--- src/rtl/atu_pkg.sv ---
// shared types and constants of the three-timer unit
package atu_pkg;

  localparam int NUM_TIMERS = 3;
  localparam int IDX_W      = 2;
  localparam int CYC_W      = 4;
  localparam int VAL_W      = 8;
  localparam int STAGE_W    = 8;
  localparam int OUT_W      = 4;

  localparam int SLOW_PERIOD = 128;
  localparam int FAST_PERIOD = 16;
  localparam int SLOW_W      = 8;
  localparam int FAST_W      = 5;

  // highest valid timer index, anything above flags an error
  localparam logic [IDX_W-1:0] LAST_TIMER = IDX_W'(NUM_TIMERS - 1);

  typedef enum logic [1:0] {
    OP_ADVANCE = 2'd0,
    OP_READ    = 2'd1,
    OP_WR_DIV  = 2'd2,
    OP_SET_EN  = 2'd3
  } op_t;

  // one beat's worth of control for a single timer
  typedef struct packed {
    logic             tick;
    logic             sel;
    op_t              op;
    logic [VAL_W-1:0] value;
  } timer_cmd_t;

  typedef struct packed {
    logic slow;
    logic fast;
  } ticks_t;

endpackage

--- src/rtl/atu_if.sv ---
// request and response channel interfaces of the three-timer unit
interface atu_req_if;
  logic                      valid;
  logic                      ready;
  logic [1:0]                op;
  logic [atu_pkg::IDX_W-1:0] timer_index;
  logic [atu_pkg::CYC_W-1:0] cycles;
  logic [atu_pkg::VAL_W-1:0] value;

  modport source (output valid, output op, output timer_index, output cycles,
                  output value, input ready);
  modport sink   (input valid, input op, input timer_index, input cycles,
                  input value, output ready);
endinterface

interface atu_rsp_if;
  logic                      valid;
  logic                      ready;
  logic [atu_pkg::OUT_W-1:0] read_data;
  logic                      bad_index;

  modport source (output valid, output read_data, output bad_index, input ready);
  modport sink   (input valid, input read_data, input bad_index, output ready);
endinterface

--- src/rtl/atu_prescaler.sv ---
// slow and fast prescalers, each giving at most one tick per advance
module atu_prescaler (
  input  logic                      clk,
  input  logic                      rst,
  input  logic                      advance,
  input  logic [atu_pkg::CYC_W-1:0] cycles,
  output atu_pkg::ticks_t           ticks
);

  localparam int SLOW_SUM_W = atu_pkg::SLOW_W + 1;
  localparam int FAST_SUM_W = atu_pkg::FAST_W + 1;
  localparam logic [SLOW_SUM_W-1:0] SLOW_MAX = SLOW_SUM_W'((1 << atu_pkg::SLOW_W) - 1);
  localparam logic [FAST_SUM_W-1:0] FAST_MAX = FAST_SUM_W'((1 << atu_pkg::FAST_W) - 1);
  localparam logic [SLOW_SUM_W-1:0] SLOW_P   = SLOW_SUM_W'(atu_pkg::SLOW_PERIOD);
  localparam logic [FAST_SUM_W-1:0] FAST_P   = FAST_SUM_W'(atu_pkg::FAST_PERIOD);

  logic [atu_pkg::SLOW_W-1:0] slow_acc;
  logic [atu_pkg::FAST_W-1:0] fast_acc;
  logic [atu_pkg::SLOW_W-1:0] slow_acc_next;
  logic [atu_pkg::FAST_W-1:0] fast_acc_next;
  logic [SLOW_SUM_W-1:0]      slow_sum;
  logic [FAST_SUM_W-1:0]      fast_sum;
  logic [SLOW_SUM_W-1:0]      slow_rem;
  logic [FAST_SUM_W-1:0]      fast_rem;

  always_comb begin
    slow_sum   = {1'b0, slow_acc} + SLOW_SUM_W'(cycles);
    fast_sum   = {1'b0, fast_acc} + FAST_SUM_W'(cycles);
    ticks.slow = advance && (slow_sum >= SLOW_P);
    ticks.fast = advance && (fast_sum >= FAST_P);
    slow_rem   = ticks.slow ? slow_sum - SLOW_P : slow_sum;
    fast_rem   = ticks.fast ? fast_sum - FAST_P : fast_sum;
    // leftover beyond one period piles up and saturates
    slow_acc_next = (slow_rem > SLOW_MAX) ? SLOW_MAX[atu_pkg::SLOW_W-1:0]
                                          : slow_rem[atu_pkg::SLOW_W-1:0];
    fast_acc_next = (fast_rem > FAST_MAX) ? FAST_MAX[atu_pkg::FAST_W-1:0]
                                          : fast_rem[atu_pkg::FAST_W-1:0];
  end

  always_ff @(posedge clk) begin
    if (rst) begin
      slow_acc <= '0;
      fast_acc <= '0;
    end else if (advance) begin
      slow_acc <= slow_acc_next;
      fast_acc <= fast_acc_next;
    end
  end

endmodule

--- src/rtl/atu_timer.sv ---
// one timer: stage counter, output counter, divider and enable
module atu_timer (
  input  logic                      clk,
  input  logic                      rst,
  input  atu_pkg::timer_cmd_t       cmd,
  output logic [atu_pkg::OUT_W-1:0] out_count
);

  logic [atu_pkg::STAGE_W-1:0] stage_count;
  logic [atu_pkg::STAGE_W-1:0] divider;
  logic                        enabled;
  logic [atu_pkg::STAGE_W-1:0] stage_inc;
  logic                        fire;
  logic                        turn_on;

  assign stage_inc = stage_count + 1'b1;
  assign fire      = enabled && (stage_inc >= divider);
  assign turn_on   = !enabled && cmd.value[0];

  always_ff @(posedge clk) begin
    if (rst) begin
      stage_count <= '0;
      out_count   <= '0;
      divider     <= '0;
      enabled     <= 1'b0;
    end else if (cmd.tick) begin
      stage_count <= fire ? '0 : stage_inc;
      if (fire) begin
        out_count <= out_count + 1'b1;
      end
    end else if (cmd.sel) begin
      case (cmd.op)
        atu_pkg::OP_READ: begin
          out_count <= '0;
        end
        atu_pkg::OP_WR_DIV: begin
          divider <= cmd.value;
        end
        atu_pkg::OP_SET_EN: begin
          // counters clear only on the off to on edge
          if (turn_on) begin
            stage_count <= '0;
            out_count   <= '0;
          end
          enabled <= cmd.value[0];
        end
        default: begin
        end
      endcase
    end
  end

endmodule

--- src/rtl/audio_cpu_three_timer_unit.sv ---
// Three-timer unit with slow and fast prescalers. Takes one request beat per
// clock and returns one response per request, in order. A request is held in
// an input register, then its effect on the timers and its response are
// registered together in the response register, once the response side is
// free to take the beat on from the input register;
// throughput is one beat per cycle while the response side keeps taking beats,
// set by the single input stage and the response register. While a response
// waits, the input register holds its beat and the input takes no more.
module audio_cpu_three_timer_unit (
  input  logic       clk,
  input  logic       rst,
  atu_req_if.sink    req,
  atu_rsp_if.source  rsp
);

  logic                      s1_valid;
  atu_pkg::op_t              s1_op;
  logic [atu_pkg::IDX_W-1:0] s1_idx;
  logic [atu_pkg::CYC_W-1:0] s1_cycles;
  logic [atu_pkg::VAL_W-1:0] s1_value;

  logic                      s1_go;
  logic                      is_adv;
  logic                      bad;
  logic [atu_pkg::OUT_W-1:0] rd_data;
  atu_pkg::ticks_t           ticks;
  atu_pkg::timer_cmd_t       cmd [atu_pkg::NUM_TIMERS];
  logic [atu_pkg::OUT_W-1:0] counts [atu_pkg::NUM_TIMERS];

  assign s1_go     = s1_valid && (!rsp.valid || rsp.ready);
  assign req.ready = !s1_valid || s1_go;

  always_ff @(posedge clk) begin
    if (rst) begin
      s1_valid <= 1'b0;
    end else if (req.ready) begin
      s1_valid <= req.valid;
    end
  end

  always_ff @(posedge clk) begin
    if (req.valid && req.ready) begin
      s1_op     <= atu_pkg::op_t'(req.op);
      s1_idx    <= req.timer_index;
      s1_cycles <= req.cycles;
      s1_value  <= req.value;
    end
  end

  assign is_adv = (s1_op == atu_pkg::OP_ADVANCE);
  assign bad    = !is_adv && (s1_idx > atu_pkg::LAST_TIMER);

  atu_prescaler u_prescaler (
    .clk     (clk),
    .rst     (rst),
    .advance (s1_go && is_adv),
    .cycles  (s1_cycles),
    .ticks   (ticks)
  );

  // timers 0 and 1 run off the slow prescaler, timer 2 off the fast one
  for (genvar t = 0; t < atu_pkg::NUM_TIMERS; t++) begin : g_timer
    always_comb begin
      cmd[t].tick  = (t == atu_pkg::NUM_TIMERS - 1) ? ticks.fast : ticks.slow;
      cmd[t].sel   = s1_go && !is_adv && (s1_idx == atu_pkg::IDX_W'(t));
      cmd[t].op    = s1_op;
      cmd[t].value = s1_value;
    end

    atu_timer u_timer (
      .clk       (clk),
      .rst       (rst),
      .cmd       (cmd[t]),
      .out_count (counts[t])
    );
  end

  always_comb begin
    rd_data = '0;
    if (s1_op == atu_pkg::OP_READ) begin
      for (int t = 0; t < atu_pkg::NUM_TIMERS; t++) begin
        if (s1_idx == atu_pkg::IDX_W'(t)) begin
          rd_data = counts[t];
        end
      end
    end
  end

  always_ff @(posedge clk) begin
    if (rst) begin
      rsp.valid <= 1'b0;
    end else if (s1_go) begin
      rsp.valid <= 1'b1;
    end else if (rsp.ready) begin
      rsp.valid <= 1'b0;
    end
  end

  always_ff @(posedge clk) begin
    if (s1_go) begin
      rsp.read_data <= rd_data;
      rsp.bad_index <= bad;
    end
  end

endmodule
--- src/flat_wrapper.sv ---
// flat-port wrapper written by rule: the top's interface ports become plain ports
module audio_cpu_three_timer_unit_flat 
  (clk, rst, req_valid, req_op, req_timer_index, req_cycles, req_value, req_ready, rsp_valid, rsp_read_data, rsp_bad_index, rsp_ready);
  atu_req_if req_i ();
  atu_rsp_if rsp_i ();
  input  logic clk;
  input  logic rst;
  input wire logic [$bits(req_i.valid)-1:0] req_valid;
  input wire logic [$bits(req_i.op)-1:0] req_op;
  input wire logic [$bits(req_i.timer_index)-1:0] req_timer_index;
  input wire logic [$bits(req_i.cycles)-1:0] req_cycles;
  input wire logic [$bits(req_i.value)-1:0] req_value;
  output wire logic [$bits(req_i.ready)-1:0] req_ready;
  output wire logic [$bits(rsp_i.valid)-1:0] rsp_valid;
  output wire logic [$bits(rsp_i.read_data)-1:0] rsp_read_data;
  output wire logic [$bits(rsp_i.bad_index)-1:0] rsp_bad_index;
  input wire logic [$bits(rsp_i.ready)-1:0] rsp_ready;
  assign req_i.valid = req_valid;
  assign req_i.op = req_op;
  assign req_i.timer_index = req_timer_index;
  assign req_i.cycles = req_cycles;
  assign req_i.value = req_value;
  assign req_ready = req_i.ready;
  assign rsp_valid = rsp_i.valid;
  assign rsp_read_data = rsp_i.read_data;
  assign rsp_bad_index = rsp_i.bad_index;
  assign rsp_i.ready = rsp_ready;
  audio_cpu_three_timer_unit u_core (.clk(clk), .rst(rst), .req(req_i), .rsp(rsp_i));
endmodule
--- config.mk ---
export PLATFORM = sky130hd
export DESIGN_NAME = audio_cpu_three_timer_unit_flat
export DESIGN_NICKNAME = d
export VERILOG_FILES = /design/src/rtl/atu_pkg.sv /design/src/rtl/atu_if.sv /design/src/rtl/atu_prescaler.sv /design/src/rtl/atu_timer.sv /design/src/rtl/audio_cpu_three_timer_unit.sv /design/src/flat_wrapper.sv
export SDC_FILE = /design/constraint.sdc
export NUM_CORES = 1
export LEC_CHECK = 0
export ABC_CLOCK_PERIOD_IN_PS = 3200
export BUFFER_PORTS_ARGS = -buffer_cell sky130_fd_sc_hd__buf_4
export CORE_ASPECT_RATIO = 2
export CORE_MARGIN = 5
export CORE_UTILIZATION = 55
export CTS_CLUSTER_DIAMETER = 120
export DETAILED_ROUTE_END_ITERATION = 8
export MAX_ROUTING_LAYER = met4
export PLACE_DENSITY = 0.76
export SLEW_MARGIN = 20
export SYNTH_ARGS = -nofsm -noshare
export SYNTH_HDL_FRONTEND = slang
export SYNTH_SLANG_ARGS = --single-unit
--- constraint.sdc ---
create_clock -name clk -period 3.2 [get_ports clk]
set_input_delay 0.64 -clock clk [delete_from_list [all_inputs] [get_ports clk]]
set_output_delay 0.64 -clock clk [all_outputs]
set_load 0.01 [all_outputs]
==> impl_metrics.ini <==
[floorplan]
placementRows = 51
initial_core_util_pct = 55.7
num_io_pins = 27
fp.dieW_microns = 79.8
core-area_sq_um = 9640
die_h_microns = 150
die_area_sq_um = 11900

[timing]
worstMarginPinSlew_ns = 0.823
skew_ns = 0.00776
slew-limit-headroom_pct = 45.2
rsz0062_at_grt = no
drv_slew = 0
period_needed_ns = 3.03
whs_ns = 0.461
hold_viol_final = 0
setup_violations = 0
fin_crit_sh_pct = 94.8
fmax_mhz = 330
finalWorstSetupSlack_ns = 0.166

[drt]
drc = 0
antenna_left = 0
via_per_inst = 5.79
drt-wirelength-per-cell_microns = 16.1
finalWirelength_mm = 12.5
first_iter_violations = 230
vias = 4496
firstDrtPassIters = 6

[power]
power_w = 0.00255
p_leak_nw = 2.50
powerDensity_nw_per_um2 = 417
vdd_drop_max_v = 0.000320

[worst_setup_path]
cp.required_ns = 3.48
start_kind = flop
end_kind = flop
path_class = reg2reg
cp_data_arrival_time_ns = 3.32
cp_max_fo = 6

[place]
dp.cells = 758
post-place-ws_ns = -0.0817
place.detailed.hpwl_mm = 9.26
gp_congestion = 0.900
io_buffers = 26

[logic_synthesis]
synth_ff_type = dfxtp_1
synth.cell_area_sq_um = 5360
yosys.area.top_type = dfxtp_1
syn_area_per_cell_sq_um = 8.81
ys_seq_area_share_pct = 40.9
synth.area.top_cells = dfxtp_1, edfxtp_1, ha_1, nor2_1, mux2i_1
yosys_warnings = 0
yosysUniqueCellTypes = 52
ys_seq_elements = 99
async_flop_share_pct = 0
synth_edf_count = 21
syn_nets = 671
synthCells = 609
synth_top_area_share_pct = 29.1

[min_path]
worst_hold_path_type = in2reg

[grt]
antenna_found_initial = 0
grt_first_pass_wirelength_mm = 20.4
first_global_vias = 4504
grt_usage_pct = 22.5
grt-ovfl-total = 0
grt_max_degree = 82

[clock_network]
clock_path_buffers = 2
clock_sinks = 99
cts_tree = done
path_clk_slew_ns = 0.07
cts_buffers = 9
clockRootBuffer = clkbuf_16
cts_hold_buf = 0
clk_latency_ns = 0.35
h-tree-depth = 3

[layout]
area_delta_synth_final_pct = 14.3
fin_util_pct = 63.6
final_cell_count_no_fill = 776
diodes = 0
n_fill_cell = 791
drive_gt1_share_pct = 13.7
nNetsFinal = 701

[run_status]
status = finished clean

[run]
maxCapViolations = 0
-- cell usage in the layout (no fill, tap or decap), types with 9 or more instances in the layout --
cell,n
nor2_1,79
dfxtp_1,78
buf_4,39
a22oi_1,10
mux2i_1,27
nand2_1,44
or2_2,15
edfxtp_1,21
nand2b_1,15
a21oi_1,51
o21ai_0,24
ha_1,39
nand3_1,28
nor2b_1,11
inv_1,33
clkbuf_16,9
-- per-stage QoR --
step                      TNS (ns)  instance area, sq um
after global routing             0                  6130
final                            0                  6130
after global placement           0                  5730
after floorplan                  0                  5360
after detailed placement    -0.327                  5730
after CTS                        0                  6040
-- where the power goes --
part | internal (W) | leakage [nW] | switching, W
combinational | 0.0000593 | 1.52 | 0.0000843
sequential | 0.00130 | 0.832 | 0.0000222
clock | 0.000610 | 0.145 | 0.000480
-- state kept, by name, indices dropped and copies added (netlist names) --
signal,count
u_core.rsp.valid,1
u_core.g_timer.u_timer.stage_count,24
u_core.s1_cycles,4
u_core.s1_op,2
u_core.s1_value,8
u_core.rsp.bad_index,1
u_core.g_timer.u_timer.divider,24
u_core.g_timer.u_timer.enabled,3
u_core.rsp.read_data,4
u_core.u_prescaler.fast_acc,5
u_core.s1_valid,1
u_core.s1_idx,2
u_core.g_timer.u_timer.out_count,12
u_core.u_prescaler.slow_acc,8
-- final cells by class --
class | instances | area [sq um] | share of cell area (%)
well taps | 132 | 165 | 2.69
repair buffers | 40 | 298 | 4.86
clock inverters | 6 | 65.1 | 1.06
clock buffers | 10 | 229 | 3.74
multi-input cells | 456 | 3060 | 49.9
flip-flops and latches | 99 | 2190 | 35.8
inverters | 33 | 124 | 2.02
-- per-layer routing --
layer,vias to the layer above,wire length [microns],GRT usage [%]
li1,2223,-,-
met1,2123,4390,21.1
met2,109,7190,43.1
met3,41,398,3.55
met4,0,534,10.7
met5,-,0,-
-- cell families after synthesis --
family | count (synthesis) | share of synthesized area (%)
simple gates | 231 | 20.6
flops | 99 | 40.9
compound gates | 142 | 17.2
xor+xnor | 14 | 2.29
fa+ha+maj | 42 | 10.1
mux | 27 | 5.04
buf+inv | 54 | 3.94
-- final timing paths --
path	slack, ns	from	cells past startpoint	end
setup / recovery	0.17	u_core.s1_cycles[0]	9	u_core.g_timer[1].u_timer.out_count[3]
hold / removal	0.46	req_timer_index[1]	1	u_core.s1_idx[1]
setup reg to reg	0.17	u_core.s1_cycles[0]	9	u_core.g_timer[1].u_timer.out_count[3]
hold reg to reg	0.47	u_core.g_timer[0].u_timer.divider[4]	2	u_core.g_timer[0].u_timer.divider[4]
-- critical path, cell delays in order (launching register included) --
cell and delay [ns]:
edfxtp_1 0.40, ha_2 0.22, fa_2 0.35, and3_4 0.20
or3_1 0.33, a221o_2 0.43, a211oi_4 0.24, o21ai_4 0.12
or4_1 0.52, a21oi_1 0.15
-- what timing repair did --
action,CTS,global route
resized for setup,3,17
buffers inserted,0,2
endpoints found under the hold margin,0,0
endpoints found under the setup margin,10,28
pin swaps,1,4
-- cell usage after synthesis (4+ instances only) --
cell,instances
a21o_1,8
and2_1,8
xnor2_1,6
clkbuf_1,18
a311oi_1,7
edfxtp_1,21
a22oi_1,10
ha_1,40
xor2_1,8
inv_1,33
nand4_1,4
a211oi_1,8
a21oi_1,52
o21ai_0,24
and3_1,6
or3_1,4
nor2b_1,11
nor3_1,8
o21a_1,4
nor2_1,80
mux2i_1,27
or2_2,15
nand2b_1,15
dfxtp_1,78
nand3_1,28
nand2_1,44
(Power assumes the default switching activity.)
